### config.mk
export PLATFORM = sky130hd
export DESIGN_NAME = table_interpolator
export DESIGN_NICKNAME = d
export VERILOG_FILES = /design/src/sv/tint_pkg.sv /design/src/sv/table_interpolator.sv /design/src/sv/tint_muldiv.sv
export SDC_FILE = /design/constraint.sdc
export NUM_CORES = 2
export LEC_CHECK = 0
export BUFFER_PORTS_ARGS = -buffer_cell sky130_fd_sc_hd__buf_2
export CAP_MARGIN = 20
export CORE_MARGIN = 3
export CORE_UTILIZATION = 30
export CTS_CLUSTER_DIAMETER = 30
export DETAILED_ROUTE_END_ITERATION = 10
export GPL_TIMING_DRIVEN = 0
export PLACE_DENSITY_LB_ADDON = 0.05
export SKIP_LAST_GASP = 1
export SLEW_MARGIN = 0
export SYNTH_ARGS = -nofsm -noshare
export SYNTH_HDL_FRONTEND = slang
export SYNTH_SLANG_ARGS = --single-unit
### constraint.sdc
create_clock -name clk -period 14.4 [get_ports clk]
set_clock_uncertainty 0.15 [all_clocks]
set_input_delay 0 -clock clk [delete_from_list [all_inputs] [get_ports clk]]
set_output_delay 0 -clock clk [all_outputs]
set_load 0.02 [all_outputs]
### src/sv/tint_pkg.sv
// Shared types and constants for the table interpolator.
// No dependencies; imported by tint_muldiv and table_interpolator.
package tint_pkg;

  localparam int MAX_POINTS  = 32;
  localparam int VALUE_WIDTH = 32;
  localparam int IDX_W       = $clog2(MAX_POINTS);
  localparam int CNT_W       = 6;
  localparam int MAG_W       = VALUE_WIDTH + 1;
  localparam int STEP_W      = $clog2(MAG_W);

  typedef logic signed [VALUE_WIDTH-1:0] value_t;
  typedef logic [MAG_W-1:0]              mag_t;

  localparam logic [1:0] MODE_WRITE = 2'd0;
  localparam logic [1:0] MODE_FWD   = 2'd1;
  localparam logic [1:0] MODE_INV   = 2'd2;

  localparam logic [1:0] ST_OK       = 2'd0;
  localparam logic [1:0] ST_FEW      = 2'd1;
  localparam logic [1:0] ST_RANGE    = 2'd2;
  localparam logic [1:0] ST_ZERO_SEG = 2'd3;

endpackage

### src/sv/table_interpolator.sv
// Piecewise-linear table interpolator: point store, segment search and serial mul/div.
// Depends on tint_pkg and tint_muldiv. One item is worked on at a time.
// Writes, unused modes and lookups in tables of fewer than two points go straight from
// idle to the done state. A lookup searches the segments in order and, on a hit in a
// segment that is not flat, runs the multiplier and divider. A new item is taken only
// once the last result has moved to the output register. Reset clears control and point_count, not the table.
module table_interpolator import tint_pkg::*; (
  input  logic                   clk,
  input  logic                   rst_n,
  input  logic                   in_valid,
  output logic                   in_ready,
  input  logic [1:0]             in_mode,
  input  logic [IDX_W-1:0]       in_point_index,
  input  value_t                 in_abscissa,
  input  value_t                 in_ordinate,
  input  value_t                 in_query,
  output logic                   out_valid,
  input  logic                   out_ready,
  output value_t                 out_answer,
  output logic [1:0]             out_status,
  input  logic                   psel,
  input  logic                   penable,
  input  logic                   pwrite,
  input  logic [2:0]             paddr,
  input  logic [31:0]            pwdata,
  output logic [31:0]            prdata,
  output logic                   pready
);

  typedef enum logic [2:0] {S_IDLE, S_FIRST, S_SCAN, S_PREP, S_CALC, S_DONE} state_t;

  typedef struct packed {
    value_t x;
    value_t y;
  } point_t;

  point_t             mem [MAX_POINTS];
  point_t             rd_data_r;
  logic [IDX_W-1:0]   rd_addr;

  state_t             state_r;
  logic [CNT_W-1:0]   point_count_r;
  logic [IDX_W-1:0]   idx_r;
  logic [IDX_W-1:0]   last_r;
  logic [1:0]         mode_r;
  value_t             query_r;
  point_t             prev_r;
  point_t             cur_r;
  logic               neg_r;
  value_t             res_answer_r;
  logic [1:0]         res_status_r;
  logic               out_valid_r;
  value_t             out_answer_r;
  logic [1:0]         out_status_r;

  logic               in_fire;
  logic               out_load;
  logic               cfg_write;
  logic [CNT_W-1:0]   count_eff;
  logic [CNT_W-1:0]   count_less;

  value_t             s_prev, s_cur, t_prev, t_cur;
  value_t             seg_lo, seg_hi;
  logic               seg_hit;
  logic               seg_flat;

  logic signed [VALUE_WIDTH:0] d_this, d_other, d_off;
  mag_t               mag_this, mag_other, mag_off;
  logic               md_done;
  mag_t               md_quo;
  logic [VALUE_WIDTH+1:0] ans_wide;

  assign in_ready  = (state_r == S_IDLE);
  assign in_fire   = in_valid && in_ready;
  assign out_load  = (state_r == S_DONE) && (!out_valid_r || out_ready);
  assign cfg_write = psel && penable && pwrite && pready;
  assign pready    = 1'b1;
  assign prdata    = (paddr[2] == 1'b0) ? {{(32-CNT_W){1'b0}}, point_count_r} : 32'd0;

  assign count_eff  = (point_count_r > CNT_W'(MAX_POINTS)) ? CNT_W'(MAX_POINTS)
                                                           : point_count_r;
  assign count_less = count_eff - 1'b1;

  always_comb begin
    unique case (state_r)
      S_FIRST: rd_addr = IDX_W'(1);
      S_SCAN:  rd_addr = idx_r + 1'b1;
      default: rd_addr = '0;
    endcase
  end

  always_ff @(posedge clk) begin
    if (in_fire && in_mode == MODE_WRITE) begin
      mem[in_point_index] <= '{x: in_abscissa, y: in_ordinate};
    end
    rd_data_r <= mem[rd_addr];
  end

  always_comb begin
    s_prev   = (mode_r == MODE_INV) ? prev_r.y : prev_r.x;
    t_prev   = (mode_r == MODE_INV) ? prev_r.x : prev_r.y;
    s_cur    = (mode_r == MODE_INV) ? rd_data_r.y : rd_data_r.x;
    seg_lo   = (s_prev < s_cur) ? s_prev : s_cur;
    seg_hi   = (s_prev < s_cur) ? s_cur : s_prev;
    seg_hit  = (seg_lo <= query_r) && (query_r <= seg_hi);
    seg_flat = (seg_lo == seg_hi);
  end

  always_comb begin
    t_cur     = (mode_r == MODE_INV) ? cur_r.x : cur_r.y;
    d_this    = {((mode_r == MODE_INV) ? cur_r.y[VALUE_WIDTH-1] : cur_r.x[VALUE_WIDTH-1]),
                 ((mode_r == MODE_INV) ? cur_r.y : cur_r.x)}
              - {s_prev[VALUE_WIDTH-1], s_prev};
    d_other   = {t_cur[VALUE_WIDTH-1], t_cur} - {t_prev[VALUE_WIDTH-1], t_prev};
    d_off     = {query_r[VALUE_WIDTH-1], query_r} - {s_prev[VALUE_WIDTH-1], s_prev};
    mag_this  = d_this[VALUE_WIDTH]  ? mag_t'(-d_this)  : mag_t'(d_this);
    mag_other = d_other[VALUE_WIDTH] ? mag_t'(-d_other) : mag_t'(d_other);
    mag_off   = d_off[VALUE_WIDTH]   ? mag_t'(-d_off)   : mag_t'(d_off);
    ans_wide  = neg_r ? ({{2{t_prev[VALUE_WIDTH-1]}}, t_prev} - {1'b0, md_quo})
                      : ({{2{t_prev[VALUE_WIDTH-1]}}, t_prev} + {1'b0, md_quo});
  end

  tint_muldiv u_muldiv (
    .clk      (clk),
    .rst_n    (rst_n),
    .start    (state_r == S_PREP),
    .op_a     (mag_other),
    .op_b     (mag_off),
    .op_c     (mag_this),
    .done     (md_done),
    .quotient (md_quo)
  );

  always_ff @(posedge clk) begin
    if (!rst_n) begin
      state_r       <= S_IDLE;
      point_count_r <= '0;
      out_valid_r   <= 1'b0;
    end else begin
      if (cfg_write && paddr[2] == 1'b0) begin
        point_count_r <= pwdata[CNT_W-1:0];
      end
      if (out_load) begin
        out_valid_r <= 1'b1;
      end else if (out_valid_r && out_ready) begin
        out_valid_r <= 1'b0;
      end
      unique case (state_r)
        S_IDLE: begin
          if (in_fire) begin
            mode_r       <= in_mode;
            query_r      <= in_query;
            last_r       <= count_less[IDX_W-1:0];
            res_answer_r <= '0;
            if ((in_mode == MODE_FWD || in_mode == MODE_INV) && count_eff < CNT_W'(2)) begin
              res_status_r <= ST_FEW;
              state_r      <= S_DONE;
            end else if (in_mode == MODE_FWD || in_mode == MODE_INV) begin
              res_status_r <= ST_OK;
              state_r      <= S_FIRST;
            end else begin
              res_status_r <= ST_OK;
              state_r      <= S_DONE;
            end
          end
        end
        S_FIRST: begin
          prev_r  <= rd_data_r;
          idx_r   <= IDX_W'(1);
          state_r <= S_SCAN;
        end
        S_SCAN: begin
          if (seg_hit && seg_flat) begin
            res_status_r <= ST_ZERO_SEG;
            state_r      <= S_DONE;
          end else if (seg_hit) begin
            cur_r   <= rd_data_r;
            state_r <= S_PREP;
          end else if (idx_r == last_r) begin
            res_status_r <= ST_RANGE;
            state_r      <= S_DONE;
          end else begin
            prev_r <= rd_data_r;
            idx_r  <= idx_r + 1'b1;
          end
        end
        S_PREP: begin
          neg_r   <= d_other[VALUE_WIDTH] ^ d_off[VALUE_WIDTH] ^ d_this[VALUE_WIDTH];
          state_r <= S_CALC;
        end
        S_CALC: begin
          if (md_done) begin
            res_answer_r <= ans_wide[VALUE_WIDTH-1:0];
            res_status_r <= ST_OK;
            state_r      <= S_DONE;
          end
        end
        S_DONE: begin
          if (out_load) begin
            out_answer_r <= res_answer_r;
            out_status_r <= res_status_r;
            state_r      <= S_IDLE;
          end
        end
        default: state_r <= S_IDLE;
      endcase
    end
  end

  assign out_valid  = out_valid_r;
  assign out_answer = out_answer_r;
  assign out_status = out_status_r;

  a_done_in_calc: assert property (@(posedge clk) disable iff (!rst_n)
    md_done |-> state_r == S_CALC)
    else $error("Divider finished outside the calculation state.");

  a_scan_bound: assert property (@(posedge clk) disable iff (!rst_n)
    state_r == S_SCAN |-> idx_r <= last_r && idx_r != '0)
    else $error("Segment search ran past the last point in use.");

  a_write_done: assert property (@(posedge clk) disable iff (!rst_n)
    in_valid && in_ready && in_mode == MODE_WRITE |=> state_r == S_DONE)
    else $error("Write transaction did not complete directly.");

endmodule

### src/sv/tint_muldiv.sv
// Serial unsigned multiply-then-divide unit: floor(a * b / c), one bit per cycle.
// Depends on tint_pkg. Requires b <= c and c != 0, so the quotient fits MAG_W bits.
module tint_muldiv import tint_pkg::*; (
  input  logic clk,
  input  logic rst_n,
  input  logic start,
  input  mag_t op_a,
  input  mag_t op_b,
  input  mag_t op_c,
  output logic done,
  output mag_t quotient
);

  typedef enum logic [1:0] {U_IDLE, U_MUL, U_DIV} ustate_t;

  ustate_t           state_r;
  logic [STEP_W-1:0] step_r;
  mag_t              a_r;
  mag_t              c_r;
  mag_t              hi_r;
  mag_t              lo_r;
  logic              done_r;

  logic [MAG_W:0] mul_sum;
  logic [MAG_W:0] trial;
  logic [MAG_W:0] trial_sub;
  logic           trial_ge;

  always_comb begin
    mul_sum   = {1'b0, hi_r} + (lo_r[0] ? {1'b0, a_r} : '0);
    trial     = {hi_r, lo_r[MAG_W-1]};
    trial_ge  = trial >= {1'b0, c_r};
    trial_sub = trial - {1'b0, c_r};
  end

  always_ff @(posedge clk) begin
    if (!rst_n) begin
      state_r <= U_IDLE;
      step_r  <= '0;
      done_r  <= 1'b0;
    end else begin
      done_r <= 1'b0;
      unique case (state_r)
        U_IDLE: begin
          if (start) begin
            a_r     <= op_a;
            c_r     <= op_c;
            hi_r    <= '0;
            lo_r    <= op_b;
            step_r  <= '0;
            state_r <= U_MUL;
          end
        end
        U_MUL: begin
          hi_r <= mul_sum[MAG_W:1];
          lo_r <= {mul_sum[0], lo_r[MAG_W-1:1]};
          if (step_r == STEP_W'(MAG_W - 1)) begin
            step_r  <= '0;
            state_r <= U_DIV;
          end else begin
            step_r <= step_r + 1'b1;
          end
        end
        U_DIV: begin
          hi_r <= trial_ge ? trial_sub[MAG_W-1:0] : trial[MAG_W-1:0];
          lo_r <= {lo_r[MAG_W-2:0], trial_ge};
          if (step_r == STEP_W'(MAG_W - 1)) begin
            step_r  <= '0;
            done_r  <= 1'b1;
            state_r <= U_IDLE;
          end else begin
            step_r <= step_r + 1'b1;
          end
        end
        default: state_r <= U_IDLE;
      endcase
    end
  end

  assign done     = done_r;
  assign quotient = lo_r;

endmodule
After elaboration in Yosys (flattened, before gate mapping)
Memories as Yosys holds them, arrays and structs flattened. A register that Yosys moved wholly into a read port is not among the register bits.
Cells that the tools add are included.
{ "op_classes": {"add_sub_neg": 13, "multipliers": 0, "div_mod_pow": 0, "order_cmp": 6, "n_eq_ne": 25, "shifts": 0, "muxes": 60, "n_bitwise": 4, "reduce_logical": 36} }
{ "op_table": {"columns": ["cell", "n"], "rows": [
  ["$mux 32", 12],
  ["$pmux 33 s3", 2],
  ["$mux 64", 3],
  ["$mux 33", 5],
  ["$pmux 64 s2", 1],
  ["$neg 33->33", 3],
  ["$sub 32x32->33", 2],
  ["$sub 33x33->33", 2],
  ["$le 32x32->1", 2],
  ["$pmux 32 s2", 1],
  ["$add 33x33->34", 1],
  ["$ge 34x33->1", 1],
  ["$add 32x32->32", 1],
  ["$eq 32x32->1", 1],
  ["$lt 32x32->1", 1],
  ["$sub 32x32->32", 1],
  ["$mux 3", 8],
  ["$mux 6", 4],
  ["$pmux 5 s2", 2],
  ["$pmux 3 s6", 1],
  ["$mux 2", 8],
  ["$mux 5", 3],
  ["$reduce_and 3->1", 5],
  ["$pmux 2 s3", 2],
  ["32 further kinds", 72]
]} }
{ "word_totals": {"register_bits": 392, "latch_bits": 0, "ram_bits": 2048, "mem_bits_ro": 0, "inputBits": 145, "output_inout_bits": 69, "word_cells": 170, "memories": 1} }
{ "mem_list": {"columns": ["name", "depth", "width", "rd", "rd_ports_with_merged_regs", "write_ports", "line", "source"], "rows": [
  ["mem", 32, 64, 1, 1, 1, "table_interpolator.sv:37", "point_t mem [MAX_POINTS];"]
]} }

Longest topological paths before layout
{ "depth": {"word_depth": 9, "mapped_depth": 31, "depth_no_buf": 27} }

By module
A second synthesis with hierarchy kept.
{ "unflattened": {"hier_cells": 7539, "hier_area_um2": 112521.7} }
{ "by_module_without_submodules": {"columns": ["mod", "instances", "cells_per_inst", "area_each_um2", "seq_area_each_um2"], "rows": [
  ["table_interpolator", 1, 6538, 102823.6, 70217.3],
  ["tint_muldiv", 1, 1001, 9698.1, 4144.0]
]} }

Worst setup path before layout
No wires, ideal clock.
{ "synth_timing": {"kind": "register -> register", "startpoint": "reg mode_r[0]", "endpoint": "reg cur_r[0] in the netlist's numbering, enable pin", "setup_time_ps": 430, "t_arrival_ps": 8396, "t_required_ps": 13820, "path_slack_ps": 5425, "stages_incl_launch_ff": 31, "path_buffers": 4, "synth_period_minus_slack_ps": 8975, "path_cell_list": "edfxtp_1 > and2b_4 > clkbuf_1 > buf_1 > mux2i_1 > inv_1 > ha_1 > a21o_1 > a21o_1 > a21o_1 > a21o_1 > a21o_1 > a21o_1 > a21oi_1 > o31ai_1 > a21oi_1 > mux2i_1 > clkbuf_1 > clkbuf_1 > mux2i_1 > ha_1 > nor2b_1 > o21a_1 > o21a_1 > o21ai_0 > a2111oi_0 > a2111o_1 > o221ai_1 > a21o_1 > a2bb2oi_1 > and4b_1"} }
{ "synth_between": {"elab_chain_cells": 9, "elab_cells_between_ends": 13, "classes_between": "3 x order compare; 2 x eq/ne; 4 x mux; 1 x bitwise; 3 x reduce/logical"} }
{ "synth_lines": {"columns": ["item", "line", "source"], "rows": [
  ["from (decl)", "table_interpolator.sv:45", "logic [1:0] mode_r;"],
  ["from (signal assigned)", "table_interpolator.sv:151", "mode_r <= in_mode;"],
  ["$eq 2x2->1 (*)", "table_interpolator.sv:100, table_interpolator.sv:102", null],
  ["$mux 32, on equally long branches", "table_interpolator.sv:100, table_interpolator.sv:102", null],
  ["$lt 32x32->1", "table_interpolator.sv:103, table_interpolator.sv:104", null],
  ["$mux 32, on equally long branches", "table_interpolator.sv:103, table_interpolator.sv:104", null],
  ["$le 32x32->1", "table_interpolator.sv:105", "seg_hit = (seg_lo <= query_r) && (query_r <= seg_hi);"],
  ["$logic_and 1x1->1", "table_interpolator.sv:105", null],
  ["$logic_and 1x1->1", "table_interpolator.sv:173", "if (seg_hit && seg_flat) begin"],
  ["$not 1->1 (no line)", null, null],
  ["$reduce_and 4->1 (no line) (*)", null, null],
  ["to (signal assigned)", "table_interpolator.sv:177", "cur_r <= rd_data_r;"],
  ["to (decl)", "table_interpolator.sv:48", "point_t cur_r;"]
]} }
Mark *: on every way between the ends. The rest lies on a longest branch, timed or not.
A chain may end at the register's enable or synchronous reset.

Worst setup path in the final report
{ "layout_timing": {"startpoint": "reg mode_r[0]", "endpoint": "reg cur_r[27] in the netlist's numbering, enable pin"} }
Same word-level chain as after synthesis.

==> flow_metrics.tcl <==
set metrics [dict create \
    holdCritStartpoint "rst_n" \
    post-route-min-period_ns 10.04 \
    yosys_warnings 0 \
    max-slew-margin-rel 0.09526 \
    setup_violations 0 \
    required_ns 14.85 \
    finalHoldViolations 0 \
    async_reset_ff_frac 0 \
    grt_pass1_vias 73610 \
    holdPathEnd "state_r[1]" \
    design_area_um2 148400 \
    antenna_found_initial 25 \
    slew_viol_final 0 \
    start_util 0.3023 \
    r2r_start "mode_r[0]" \
    drc 0 \
    num_vias 69520 \
    gp_congestion 0.8376 \
    synth_edf_count 2421 \
    first_iter_violations 5010 \
    syn_inst 7380 \
    nFillCells 34320 \
    hp-class "input pin to register" \
    avgSynthCellArea_um2 15.17 \
    worst_pin_slew_ns 1.343 \
    nets 9151 \
    cts_root_buf "clkbuf_16" \
    drt-pass1-iter-count 5 \
    slowest_delay_ns 0.66 \
    synth_seq_cells 2504 \
    routedWlPerCell_um 26.59 \
    die-height_um 616.8 \
    power_w 0.02603 \
    grt_util_all_layers 0.1957 \
    period_share 0.6973 \
    layout_setup_ws_ns 4.359 \
    cts_inserted_buffers 643 \
    rows 223 \
    final_cell_mix "edfxtp_1, nand2_1, clkbuf_16" \
    cp.arrival_ns 10.50 \
    via_per_inst 4.898 \
    place_ws_ns 4.317 \
    power_leakage_nw 52.14 \
    timing.setup.tns_ns 0 \
    final_common_cell "edfxtp_1" \
    drt_wl_total_um 377400 \
    post_cts_buffers 0 \
    clkTransAtPathRegs_ns 0.04 \
    die_area_um2 380500 \
    portBuffers 158 \
    worstSkewPairLatency_ns 1.02 \
    crit_fanout 59 \
    numClockSinks 2504 \
    fmax_mhz 99.59 \
    syn_to_final_growth_pct 32.55 \
    cts_buffer_depth 4 \
    drive_gt1_frac 0.2230 \
    ant_nets 0 \
    reg2reg_slack_ns 4.36 \
    synth.distinct_cells 95 \
    grt_first_pass_wirelength_um 539600 \
    hpwl_um 277000 \
    worstSetupStartpointType "register" \
    endpoint_kind "register" \
    p_per_area_nw_per_um2 175.4 \
    die_x_um 616.8 \
    synth.cell_area_um2 111900 \
    synth_seq_area_share 0.6644 \
    synthFlopType "edfxtp_1" \
    worstReg2RegEnd "cur_r[27]" \
    fp.coreArea_um2 370300 \
    grt-ovfl-total 0 \
    maxCapViolCount 0 \
    status "complete, no violations" \
    htree_levels 6 \
    cts_tree "yes" \
    critPathSlowestCell "buf_1" \
    critPathKind "register to register" \
    min_path_cells 4 \
    rsz0062_at_grt "false" \
    reg2reg_depth 33 \
    cpMostUsedCell "a21o_1" \
    ios 214 \
    ir_worst_vdd_v 0.0001155 \
    placedInstanceArea_um2 122600 \
    grt_start_max_net_pins 67 \
]
-- cell families (layout without fill, tap and decap cells) --
kind of cell               Yosys count  count (layout)  synth area share
buffers and inverters              600            2427           0.02116
and+or+nand+nor                   2053            2053           0.08312
other                                2              39        0.00006710
xor gates and xnor gates           266             266           0.02081
muxes                              688             688            0.1192
adders and majority gates          307             307           0.03459
DFF                               2504            2504            0.6644
AOI/OAI and AO/OA                  960             960           0.05673
-- worst max-delay path, delay by kind of cell (launching register included) --
| family | cells | cell delay [ns] |
|---|---|---|
| mux | 3 | 1.02 |
| fa+ha+maj | 2 | 0.56 |
| simple gates | 2 | 0.81 |
| buf+inv | 8 | 3.23 |
| compound gates | 18 | 3.28 |
| flops | 1 | 0.54 |
-- cell usage after synthesis (all sizes together), types with 60 or more instances --
cell type	instances	area, um^2
edfxtp	2421	72700
nand2	1009	3787
mux4	512	11530
nand3	398	1992
ha	303	3791
clkbuf	245	919.6
nor2	241	912.1
inv	230	863.3
a21oi	217	1086
o21ai	208	1041
xnor2	187	1638
a21o	146	1096
mux2i	143	1435
buf	123	578.1
dfxtp	83	1662
xor2	79	691.9
nor3	71	375.4
and2	60	375.4
-- power by group --
part	switching (W)	internal, W	total (W)
Sequential	0.000179	0.00823	0.00841
Combinational	0.00199	0.00122	0.00321
Clock	0.00445	0.00996	0.0144
Total	0.00661	0.0194	0.0260
-- how the worst max path moves through the flow --
stage               cells after the start         to  slack (ns)      start
floorplan                              30   cur_r[0]        5.42  mode_r[0]
global placement                       30  cur_r[30]        1.28  mode_r[0]
detailed placement                     33  cur_r[29]        4.32  mode_r[0]
CTS                                    33  cur_r[27]        4.29  mode_r[0]
global route                           33  cur_r[27]        3.90  mode_r[0]
finish                                 33  cur_r[27]        4.36  mode_r[0]
-- layout make-up --
type                    instances  area, um^2  share of cell area
diodes                         12       30.03           0.0002024
plain buffers                 368        1518             0.01023
clock buffers                 767       16870              0.1137
clock inverters               411        5229             0.03524
inverters                     232       870.8            0.005870
multi-input cells            4301       35580              0.2398
flip-flops and latches       2504       74360              0.5012
well taps                    4950        6193             0.04175
repair buffers                649        7706             0.05194
-- sequential cells by signal (all words and copies together), names as in the netlist, 3 cells and up --
name / count
mem: 2048
u_muldiv.hi_r: 33
idx_r: 5
u_muldiv.step_r: 6
out_answer: 32
cur_r: 64
query_r: 32
rd_data_r: 64
u_muldiv.a_r: 33
res_answer_r: 32
point_count_r: 6
state_r: 3
u_muldiv.quotient: 33
last_r: 5
prev_r: 64
u_muldiv.c_r: 33
-- repair_timing --
item | 4_1_cts | 5_1_grt
hold buffers | 262 | 0
resized for setup | 0 | 0
endpoints found under the hold margin | 3615 | 0
-- layer usage --
| metal | track usage | part of all wire |
|---|---|---|
| met2 | 0.3474 | 0.51 |
| met3 | 0.02639 | 0.039 |
| met5 | 0 | 0 |
| met4 | 0.05392 | 0.025 |
| met1 | 0.2490 | 0.42 |
-- metrics by stage --
stage	instances	hold slack [ns]	utilization
floorplan	7405	-0.07189	-
global placement	12510	0.02706	0.3214
detailed placement	12700	0.02880	0.3311
CTS	14140	0.0007410	0.3982
global route	14180	0.04836	0.4006
finish	14190	0.06021	0.4007
No activity file was read; power rests on OpenSTA's default activity.
